File: config.mk
export PLATFORM = sky130hd
export DESIGN_NAME = bla_ctrl
export DESIGN_NICKNAME = d
export VERILOG_FILES = /design/src/design/bla_pkg.sv /design/src/design/bla_ctrl.sv
export SDC_FILE = /design/constraint.sdc
export NUM_CORES = 1
export LEC_CHECK = 0
export BUFFER_PORTS_ARGS = -buffer_cell sky130_fd_sc_hd__buf_4
export CAP_MARGIN = 20
export CELL_PAD_IN_SITES_DETAIL_PLACEMENT = 1
export CELL_PAD_IN_SITES_GLOBAL_PLACEMENT = 2
export CORE_MARGIN = 2
export CORE_UTILIZATION = 22
export CTS_CLUSTER_DIAMETER = 40
export CTS_CLUSTER_SIZE = 10
export DETAILED_ROUTE_END_ITERATION = 7
export HOLD_SLACK_MARGIN = 0.05
export PLACE_DENSITY_LB_ADDON = 0.1
export SETUP_SLACK_MARGIN = 0.05
export SYNTH_ARGS = -nofsm -noshare
export SYNTH_HDL_FRONTEND = slang
export SYNTH_SLANG_ARGS = --single-unit
File: constraint.sdc
create_clock -name clk_i -period 1.52 [get_ports clk_i]
set_clock_uncertainty 0.15 [all_clocks]
set_input_delay 0.304 -clock clk_i [delete_from_list [all_inputs] [get_ports clk_i]]
set_output_delay 0.304 -clock clk_i [all_outputs]
set_load 0.02 [all_outputs]
File: src/design/bla_pkg.sv
`timescale 1ns / 1ps
package bla_pkg;

  localparam int unsigned PendDepthDef = 64;
  localparam int unsigned GrpDepthDef  = 16;
  localparam int unsigned SectorShift  = 9;

  localparam logic [7:0] KIND_WRITE   = 8'h57;  // 'W'
  localparam logic [7:0] KIND_DISCARD = 8'h44;  // 'D'

  typedef enum logic [2:0] {
    ST_STORED     = 3'd0,
    ST_ISSUE_FULL = 3'd1,
    ST_UNMATCHED  = 3'd2,
    ST_ERROR      = 3'd3,
    ST_ACCOUNTED  = 3'd4,
    ST_STATS_FULL = 3'd5
  } bla_status_e;

  typedef enum logic [2:0] {
    S_IDLE,
    S_PSCAN,
    S_PDEC,
    S_GSCAN,
    S_GDEC,
    S_OUT
  } bla_state_e;

  typedef struct packed {
    logic        latch_in;
    logic        scan_clr;
    logic        scan_run;
    logic        scan_grp;
    logic        pend_wr;
    logic        pend_clr;
    logic        grp_wr;
    logic        stage_res;
    bla_status_e st;
    logic        load_out;
  } bla_cmd_t;

  typedef struct packed {
    logic op;
    logic failed;
    logic scan_done;
    logic hit;
    logic free;
    logic out_free;
  } bla_stat_t;

  typedef struct packed {
    logic [63:0] key;
    logic [63:0] group;
    logic [63:0] tstamp;
    logic        wr;
    logic [31:0] nbytes;
  } bla_pend_t;

  typedef struct packed {
    logic [63:0] id;
    logic [63:0] rd_bytes;
    logic [63:0] wr_bytes;
    logic [63:0] rd_ios;
    logic [63:0] wr_ios;
    logic [63:0] rd_lat;
    logic [63:0] wr_lat;
  } bla_grp_t;

endpackage

File: src/design/bla_ctrl.sv
`timescale 1ns / 1ps
module bla_ctrl (
  input  logic               clk_i,
  input  logic               rst_ni,
  input  logic               in_valid_i,
  output logic               in_ready_o,
  input  bla_pkg::bla_stat_t stat_i,
  output bla_pkg::bla_cmd_t  cmd_o
);
  import bla_pkg::*;

  bla_state_e state_q, state_d;

  always_ff @(posedge clk_i or negedge rst_ni) begin
    if (!rst_ni) begin
      state_q <= S_IDLE;
    end else begin
      state_q <= state_d;
    end
  end

  always_comb begin
    state_d    = state_q;
    cmd_o      = '0;
    cmd_o.st   = ST_STORED;
    in_ready_o = 1'b0;
    case (state_q)
      S_IDLE: begin
        in_ready_o = 1'b1;
        if (in_valid_i) begin
          cmd_o.latch_in = 1'b1;
          cmd_o.scan_clr = 1'b1;
          state_d        = S_PSCAN;
        end
      end
      S_PSCAN: begin
        cmd_o.scan_run = 1'b1;
        if (stat_i.scan_done) begin
          state_d = S_PDEC;
        end
      end
      S_PDEC: begin
        cmd_o.stage_res = 1'b1;
        state_d         = S_OUT;
        if (!stat_i.op) begin
          if (stat_i.hit || stat_i.free) begin
            cmd_o.pend_wr = 1'b1;
            cmd_o.st      = ST_STORED;
          end else begin
            cmd_o.st = ST_ISSUE_FULL;
          end
        end else if (!stat_i.hit) begin
          cmd_o.st = ST_UNMATCHED;
        end else begin
          cmd_o.pend_clr = 1'b1;
          if (stat_i.failed) begin
            cmd_o.st = ST_ERROR;
          end else begin
            cmd_o.stage_res = 1'b0;
            cmd_o.scan_clr  = 1'b1;
            state_d         = S_GSCAN;
          end
        end
      end
      S_GSCAN: begin
        cmd_o.scan_run = 1'b1;
        cmd_o.scan_grp = 1'b1;
        if (stat_i.scan_done) begin
          state_d = S_GDEC;
        end
      end
      S_GDEC: begin
        cmd_o.scan_grp  = 1'b1;
        cmd_o.stage_res = 1'b1;
        if (stat_i.hit || stat_i.free) begin
          cmd_o.grp_wr = 1'b1;
          cmd_o.st     = ST_ACCOUNTED;
        end else begin
          cmd_o.st = ST_STATS_FULL;
        end
        state_d = S_OUT;
      end
      S_OUT: begin
        if (stat_i.out_free) begin
          cmd_o.load_out = 1'b1;
          state_d        = S_IDLE;
        end
      end
      default: begin
        state_d = S_IDLE;
      end
    endcase
  end

endmodule

-- Word level (Yosys, flattened, before mapping)
Index checks and enable logic that the tools add are counted.
- register bits: 3
- latch bits: 0
- memory bits (writable): 0
- ROM bits: 0
- bits of input ports: 9
- output and inout port bits: 13
- logic and storage cells: 49
- memories: 0
- $add $sub $neg: 0
- $mul: 0
- divide/modulo/power cells: 0
- magnitude comparators: 0
- eq/ne operators: 9
- shift-type cells: 0
- multiplexer cells: 34
- bitwise gates (word level): 0
- reductions and logical operators: 5
- operators with widths (kind ; number):
    $mux 3 ; 7
    $mux 1 ; 19
    $pmux 3 s6 ; 1
    $mux 2 ; 5
    $ne 2x2->1 const B ; 4
    $pmux 4 s2 ; 1
    $eq 3x2->1 const B ; 2
    $eq 3x3->1 const B ; 2
    $reduce_and 4->1 ; 1
    $reduce_or 2->1 ; 2
    $eq 3x1->1 const B ; 1
    $logic_not 3->1 ; 1
    $pmux 1 s2 ; 1
    $logic_or 1x1->1 ; 1

-- Depth between registers and ports, before layout
Gate-level depths: netlist (run 1).
- depth in word-level cells: 4
- depth in mapped cells: 4

-- Least setup slack after synthesis (run 1)
OpenSTA, ideal clock, no wires.
- kind: register to output
- from: reg state_q[1]
- to: out cmd_o[10] (netlist name)
- arrival: 1.343 ns
- setup slack: -0.277 ns
- cell stages (with the launch flop): 5
- cells stage by stage: dfrtp_1 > buf_4 > nor3_2 > and2_4 > o21bai_1
- RTL lines (what ; line ; source):
    from (decl) ; bla_ctrl.sv:12 ; bla_state_e state_q, state_d;
    from (signal assigned) ; bla_ctrl.sv:18 ; state_q <= state_d;
    to (decl) ; bla_ctrl.sv:8 ; output bla_pkg::bla_cmd_t cmd_o

==> results of run 1 <==
metal layers:
layer / vias to the layer above / routed length [um] / track usage
met3: 0 / 41 / 0.0278
li1: 222 / - / -
met4: 0 / 0 / 0.0514
met5: - / 0 / 0
met2: 12 / 613 / 0.214
met1: 215 / 488 / 0.175
critical path: stages (launching register included):
cell      delay (ps)
dfrtp_2          430
buf_4            170
nor3_4           190
and2_4           160
o21bai_2         110
buf_6            130
synthesized netlist by cell type, drive strengths merged:
cell,count,share of area
a21oi,2,0.036
and2,1,0.023
a221oi,1,0.039
o21bai,1,0.020
xor2,1,0.023
nand4,1,0.016
a32oi,1,0.023
o31ai,1,0.033
nor4,1,0.016
nor3,3,0.065
nand3b,1,0.020
and3,2,0.033
and2b,3,0.065
nand2b,2,0.039
nor2b,2,0.033
dfrtp,3,0.20
mux2,1,0.039
inv,2,0.020
o21ai,1,0.013
nor2,3,0.029
buf,3,0.078
a21o,1,0.020
a2bb2oi,1,0.023
nor3b,2,0.098
worst paths after layout:
path / slack, ps / to / startpoint
worst max-delay path: -350 / cmd_o[10] / state_q[2]
worst min-delay path: 240 / state_q[2] / stat_i[3]
worst max register to register: 130 / state_q[2] / state_q[2]
worst min register to register: 420 / state_q[1] / state_q[2]
max in group asynchronous: 870 / state_q[0] / rst_ni
min in group asynchronous: 250 / state_q[1] / rst_ni
repair_timing:
item,in CTS,in global routing
cloned,0,0
pin swaps,2,2
setup buffers,3,0
gates resized for setup,10,9
setup endpoints to repair,13,14
endpoints found under the hold margin,3,0
hold buffers,1,0
final cells by class:
class                      instances  share of cell area
inverter                           2             0.00915
timing repair buffer              37               0.416
tap                               17              0.0259
sequential                         3              0.0960
clock buffer                       4              0.0320
multi-input combinational         32               0.421
stage by stage:
step,instance area [sq um],hold slack [ps],util,power (uW)
floorplan,443,-142,-,779
global placement,691,-57.1,0.409,1130
detailed placement,691,-55.4,0.409,1130
CTS,786,242,0.465,1380
global route,821,244,0.486,1520
finish,821,238,0.486,1420
power groups by stage:
stage	Sequential, uW	Combinational (uW)	Clock [uW]
floorplan	161	618	0
global placement	180	948	0
detailed placement	182	948	0
CTS	183	1060	142
global route	195	1170	157
finish	187	1090	141
cells by family (layout without fill, tap and decap cells):
logic type / count (synthesis) / count (layout)
XOR/XNOR: 1 / 1
flip-flops: 3 / 3
AND/OR/NAND/NOR: 21 / 21
buffers and inverters: 5 / 43
multiplexers: 1 / 1
AO/OA/AOI/OAI: 9 / 9
==> flow_summary.toml, run 1 <==
[floorplanning]
ios = 22
num_rows = 15
die-width_um = 45.7
dieArea_sq_mm = 0.00209
fp.coreArea_sq_mm = 0.00169
start_util = 0.227
die_h_um = 45.7

[logic_synthesis]
yosysWarnings = 0
syn_nets = 49
synth_top_family_by_area = "simple AND/OR/NAND/NOR gates"
seq_area_frac_synth = 0.196
syn_area_sq_um = 383
synth_adder_area_share = 0
synth_xor_area_frac = 0.0229
muxShareOfSynthArea = 0.0392
netlist_instances = 40
synth_compound_area_frac = 0.206
avgSynthCellArea_sq_um = 9.57
synthSimpleGateAreaFrac = 0.438
ys_ff_latch = 3
synth_cell_type_count = 29

[cells_and_area]
largest_register = "state_q"
stdcell_count = 95
multi_input_area_sq_um = 345
seq_area_sq_um = 78.8
final_cell_mix = "buf_4, buf_6, nor3_4, clkbuf_4, dfrtp_2"
largestRegisters = "state_q x3"
antenna_cells = 0
largest_reg_flops = 3
mostFrequentLayoutCell = "buf_4"
area.growth.synth_to_final_pct = 114
drive_gt1_frac = 0.782
nFillCells = 192
layout.nets = 88

[run_status]
status = "finished with violations"
violations = "negative setup slack"

[clock_network]
clk_latency_ps = 230
cts_root_buf = "clkbuf_4"
clk_pin_slew_ps = 40
cts_sinks = 3
cts_made_buffers = 3
clockBufferDepth = 2
htree_levels = 1
cts_tree = "yes"

[global_routing]
antenna_found_initial = 0
first_global_vias = 457
grt_use_total = 0.134
grt_first_pass_wirelength_um = 2040
grt_max_degree = 9
overflow = 0

[timing]
final_hold_viol_count = 0
period_minus_slack_ps = 1870
finalSetupViolations = 13
fmax_mhz = 534
worst_pin_slew_ps = 282
drv_slew = 0
rsz0062_at_grt = "true"
setup_slack_ps = -353
finalSetupTns_ps = -3180
fin_crit_sh = 1.23
relSlewSlack = 0.811

[setup_path]
rr_worst_depth = 5
worstPathArrival_ps = 1420
end_kind = "output port"
critPathKind = "reg2out"
critPathRequiredTime_ps = 1070
critPathLaunchType = "flip-flop"
cp_max_fo = 5

[routing]
detail-route-antenna-nets = 0
routed_wl_um = 1140
vias = 449
drc = 0
drt_first_pass_iters = 2
vias_per_cell = 4.73
routedWlPerCell_um = 12.0
drt_iter0_drc = 1

[placement]
place_ws_ps = -132
hpwl_um = 927
place_inst = 87
place.gp.congestion = 0.700
io_buffer_count = 21

[pwr]
combPwrFrac = 0.769
switching_share = 0.413
ir_drop_v = 0.000882
seq_power_share = 0.132
clkPwrFrac = 0.099
p_sw_uw = 584
p_leak_uw = 0.000382
intPower_uw = 832
cellPowerDensity_mw_per_mm2 = 1730

[min_path]
min_path_cells = 3
hold_path_class = "in2reg"

[job]
maxCapViolCount = 0
Power figures use the tool's default switching activity.
==> run 2: changes to the inputs <==
--- a/config.mk
+++ b/config.mk
@@ -14,6 +14,8 @@
 export CTS_CLUSTER_DIAMETER = 40
 export CTS_CLUSTER_SIZE = 10
 export DETAILED_ROUTE_END_ITERATION = 7
+export GPL_ROUTABILITY_DRIVEN = 1
+export GPL_TIMING_DRIVEN = 0
 export HOLD_SLACK_MARGIN = 0.05
 export PLACE_DENSITY_LB_ADDON = 0.1
 export SETUP_SLACK_MARGIN = 0.05
==> flow_summary.toml, run 2 (same netlist as run 1, synthesis figures left out) <==
[run_status]
status = "finished with violations"
violations = "negative setup slack"

[cells_and_area]
final_util = 0.470
stdcell_count = 91
largest_reg_flops = 3
largestRegisters = "state_q x3"
area.growth.synth_to_final_pct = 107
largest_register = "state_q"
final_cell_mix = "buf_6, buf_4, nor3_4, clkbuf_4"
drive_gt1_frac = 0.730
design_area_sq_um = 793
antenna_cells = 0
layout.nets = 84

[placement]
hpwl_um = 797
placed_area_sq_um = 622
place.gp.congestion = 0.726
place_ws_ps = -156
place_inst = 78
io_buffer_count = 21

[timing]
period_minus_slack_ps = 1890
worst_pin_slew_ps = 355
fmax_mhz = 530
drv_slew = 0
final_hold_viol_count = 0
setup_slack_ps = -367
relSlewSlack = 0.762
finalSetupViolations = 13
fin_crit_sh = 1.24
rsz0062_at_grt = "true"

[global_routing]
grt_max_degree = 11
first_global_vias = 440
grt_use_total = 0.132
antenna_found_initial = 0
grt_first_pass_wirelength_um = 1930
overflow = 0

[job]
maxCapViolCount = 0

[floorplanning]
start_util = 0.227
die_h_um = 45.7
fp.coreArea_sq_mm = 0.00169
die-width_um = 45.7
num_rows = 15
dieArea_sq_mm = 0.00209
ios = 22

[clock_network]
cts_tree = "yes"
clk_pin_slew_ps = 40
cts_sinks = 3
clockBufferDepth = 2
clk_latency_ps = 240
htree_levels = 1
cts_root_buf = "clkbuf_4"
cts_made_buffers = 3

[min_path]
whs_endpoint = "state_q[0]"
min_path_cells = 3
hold_start = "stat_i[0]"
hold_path_class = "in2reg"

[setup_path]
rr_worst_depth = 4
worstReg2RegEnd = "state_q[0]"
critPathKind = "reg2out"
end_kind = "output port"
critPathRequiredTime_ps = 1070
worstReg2RegStart = "state_q[2]"
r2r_setup_slack_ps = 130
critPathLaunchType = "flip-flop"
cp_max_fo = 8
worstPathArrival_ps = 1430

[routing]
vias_per_cell = 4.70
drt_iter0_drc = 3
routedWlPerCell_um = 12.2
vias = 428
drc = 0
routed_wl_um = 1110
drt_first_pass_iters = 2
detail-route-antenna-nets = 0

[pwr]
cellPowerDensity_mw_per_mm2 = 1720
p_total_uw = 1370
ir_drop_v = 0.00111
p_leak_uw = 0.000365
## run 2: cell types whose count changed in the layout (fill, tap and decap cells not counted), moves of 2 or more
cell / before / now
buf_4: 22 / 16
buf_6: 13 / 16
dfrtp_1: 0 / 2
dfrtp_2: 3 / 1
## run 2: worst max-delay path by stage
stage / endpoint / start / depth (start not counted)
2_1_floorplan: cmd_o[1] / state_q[1] / 4
3_3_place_gp: cmd_o[2] / state_q[2] / 5
3_5_place_dp: cmd_o[2] / state_q[2] / 5
4_1_cts: cmd_o[7] / state_q[2] / 5
5_1_grt: cmd_o[1] / state_q[2] / 5
6_report: cmd_o[7] / state_q[2] / 5
## run 2: layout make-up
type / count / area (sq um)
inverter: 2 / 7.51
timing repair buffer: 30 / 277
clock buffer: 4 / 26.3
sequential: 3 / 76.3
buffer: 3 / 33.8
fill: 189 / 896
tap: 17 / 21.3
multi-input combinational: 32 / 352
## run 2: what timing repair did
| item | in CTS | in global routing |
|---|---|---|
| hold buffers | 1 | 0 |
| setup endpoints to repair | 13 | 13 |
| cloned | 0 | 0 |
| buffers inserted | 7 | 1 |
| endpoints found under the hold margin | 3 | 0 |
| pin swaps | 4 | 5 |
| resized for setup | 15 | 3 |
## run 2: per-layer routing
layer  GRT usage  wire length (um)  vias to the layer above  part of all wire
met5           0                 0                        -                 0
met4      0.0171                 0                        0                 0
met3      0.0635                67                        0             0.060
met2       0.194               561                       17              0.51
met1       0.179               479                      195              0.43
li1            -                 -                      216                 -
## run 2: power breakdown
group	total, uW	switching [uW]	internal [uW]
logic	1050	478	572
clock network	148	49.5	98.9
registers	167	50.0	118
## run 2: critical path, cell delays in order, from the launching register on
cell and delay, ps:
dfrtp_1 360, buf_6 140, and2b_4 290, nand2b_4 90
nor3_4 170, buf_6 140
## run 2: stage by stage
stage | setup TNS [ps] | hold WS (ps)
detailed placement | -560 | -55.5
CTS | -3260 | 231
finish | -3140 | 230
global route | -3890 | 239
floorplan | -441 | -142
global placement | -557 | -57.2
==> run 3: changes to the inputs <==
--- a/config.mk
+++ b/config.mk
@@ -5,7 +5,7 @@
 export SDC_FILE = /design/constraint.sdc
 export NUM_CORES = 1
 export LEC_CHECK = 0
-export BUFFER_PORTS_ARGS = -buffer_cell sky130_fd_sc_hd__buf_4
+export BUFFER_PORTS_ARGS = -buffer_cell sky130_fd_sc_hd__buf_2
 export CAP_MARGIN = 20
 export CELL_PAD_IN_SITES_DETAIL_PLACEMENT = 1
 export CELL_PAD_IN_SITES_GLOBAL_PLACEMENT = 2
==> flow_summary.toml, run 3 (same netlist as run 1, synthesis figures left out) <==
[timing]
rsz0062_at_grt = "true"
relSlewSlack = 0.758
period_minus_slack_ps = 1840
drv_slew = 0
worst_pin_slew_ps = 361
final_hold_viol_count = 0
finalHoldWorstSlack_ps = 267
fmax_mhz = 544
finalSetupTns_ps = -3020
fin_crit_sh = 1.21
finalSetupViolations = 13
setup_slack_ps = -318

[cells_and_area]
layout.nets = 85
largestRegisters = "state_q x3"
largest_reg_flops = 3
largest_register = "state_q"
drive_gt1_frac = 0.747
antenna_cells = 0
nFillCells = 202
area.growth.synth_to_final_pct = 105
final_cell_mix = "buf_6, buf_2, buf_4"
mostFrequentLayoutCell = "buf_6"

[floorplanning]
num_rows = 15
start_util = 0.227
die_h_um = 45.7
die-width_um = 45.7
ios = 22
fp.coreArea_sq_mm = 0.00169
dieArea_sq_mm = 0.00209

[global_routing]
antenna_found_initial = 0
grt_use_total = 0.137
overflow = 0
grt_first_pass_wirelength_um = 2040
grt_max_degree = 9
first_global_vias = 454

[job]
maxCapViolCount = 0

[setup_path]
worstReg2RegStart = "state_q[0]"
cpMaxStageDelayCell = "dfrtp_2"
r2r_setup_slack_ps = 120
critPathKind = "reg2out"
end_kind = "output port"
critPathLaunchType = "flip-flop"
rr_worst_depth = 4
critPathRequiredTime_ps = 1070
cp_max_fo = 5
path_cells = "nor3b_4, a21oi_2, o31ai_4, buf_6"
critPathBufInv = 1
worstReg2RegEnd = "state_q[0]"
worstPathArrival_ps = 1380
max_stage_delay_ps = 470
crit_family = "flip-flops"

[min_path]
hold_path_class = "in2async"

[pwr]
p_leak_uw = 0.000360
ir_drop_v = 0.000892
cellPowerDensity_mw_per_mm2 = 1790

[routing]
vias_per_cell = 4.74
vias = 436
drt_first_pass_iters = 2
drt_iter0_drc = 6
routedWlPerCell_um = 13.2
detail-route-antenna-nets = 0
routed_wl_um = 1210
drc = 0

[clock_network]
cts_root_buf = "clkbuf_4"
clk_latency_ps = 230
cts_made_buffers = 3
clk_pin_slew_ps = 40
clockBufferDepth = 2
cts_sinks = 3
htree_levels = 1
cts_tree = "yes"

[placement]
hpwl_um = 815
io_buffer_count = 21
place.gp.congestion = 0.678

[run_status]
violations = "negative setup slack"
status = "finished with violations"
run 3: changes by cell type in the layout (fill, tap and decap cells not counted), sizes merged:
cell  change
buf       +1
run 3: cell type report:
type                    count  area, sq um  area share
clock buffers               4         26.3      0.0335
plain buffers               3         33.8      0.0431
multi-input cells          32          350       0.447
repair buffers             31          268       0.342
well taps                  17         21.3      0.0272
inverters                   2         7.51     0.00958
flip-flops and latches      3         76.3      0.0974
run 3: repair_timing:
action | in CTS | in global routing
endpoints found under the hold margin | 3 | 0
setup buffers | 8 | 1
pin swaps | 7 | 5
setup endpoints to repair | 13 | 14
hold buffers | 1 | 0
gates resized for setup | 27 | 5
run 3: metrics by stage:
| stage | cells | total power, uW | area (sq um) | util | setup slack (ps) |
|---|---|---|---|---|---|
| 2_1_floorplan | 40 | 779 | 443 | - | -125 |
| 3_3_place_gp | 78 | 955 | 569 | 0.337 | -177 |
| 3_5_place_dp | 78 | 955 | 569 | 0.337 | -175 |
| 4_1_cts | 91 | 1370 | 754 | 0.447 | -331 |
| 5_1_grt | 92 | 1510 | 783 | 0.464 | -393 |
| 6_report | 92 | 1400 | 783 | 0.464 | -318 |
run 3: how the worst max path moves through the flow:
| stage | from | end | cells after the start |
|---|---|---|---|
| after floorplan | state_q[1] | cmd_o[1] | 4 |
| after global placement | state_q[2] | cmd_o[2] | 5 |
| after detailed placement | state_q[2] | cmd_o[2] | 5 |
| after CTS | state_q[1] | cmd_o[1] | 5 |
| after global routing | state_q[2] | cmd_o[2] | 5 |
| final | state_q[0] | cmd_o[1] | 4 |
run 3: routing by layer:
layer / share of wire / GRT usage / vias up
met5: 0 / 0 / -
met4: 0 / 0.0343 / 0
met3: 0.040 / 0.0357 / 0
met2: 0.53 / 0.223 / 12
met1: 0.42 / 0.180 / 209
li1: - / - / 215
run 3: power by group:
group / internal [uW] / switching, uW / total, uW
Sequential: 118 / 51.5 / 169
Combinational: 595 / 501 / 1100
Clock: 98.2 / 38.0 / 136
Total: 811 / 590 / 1400
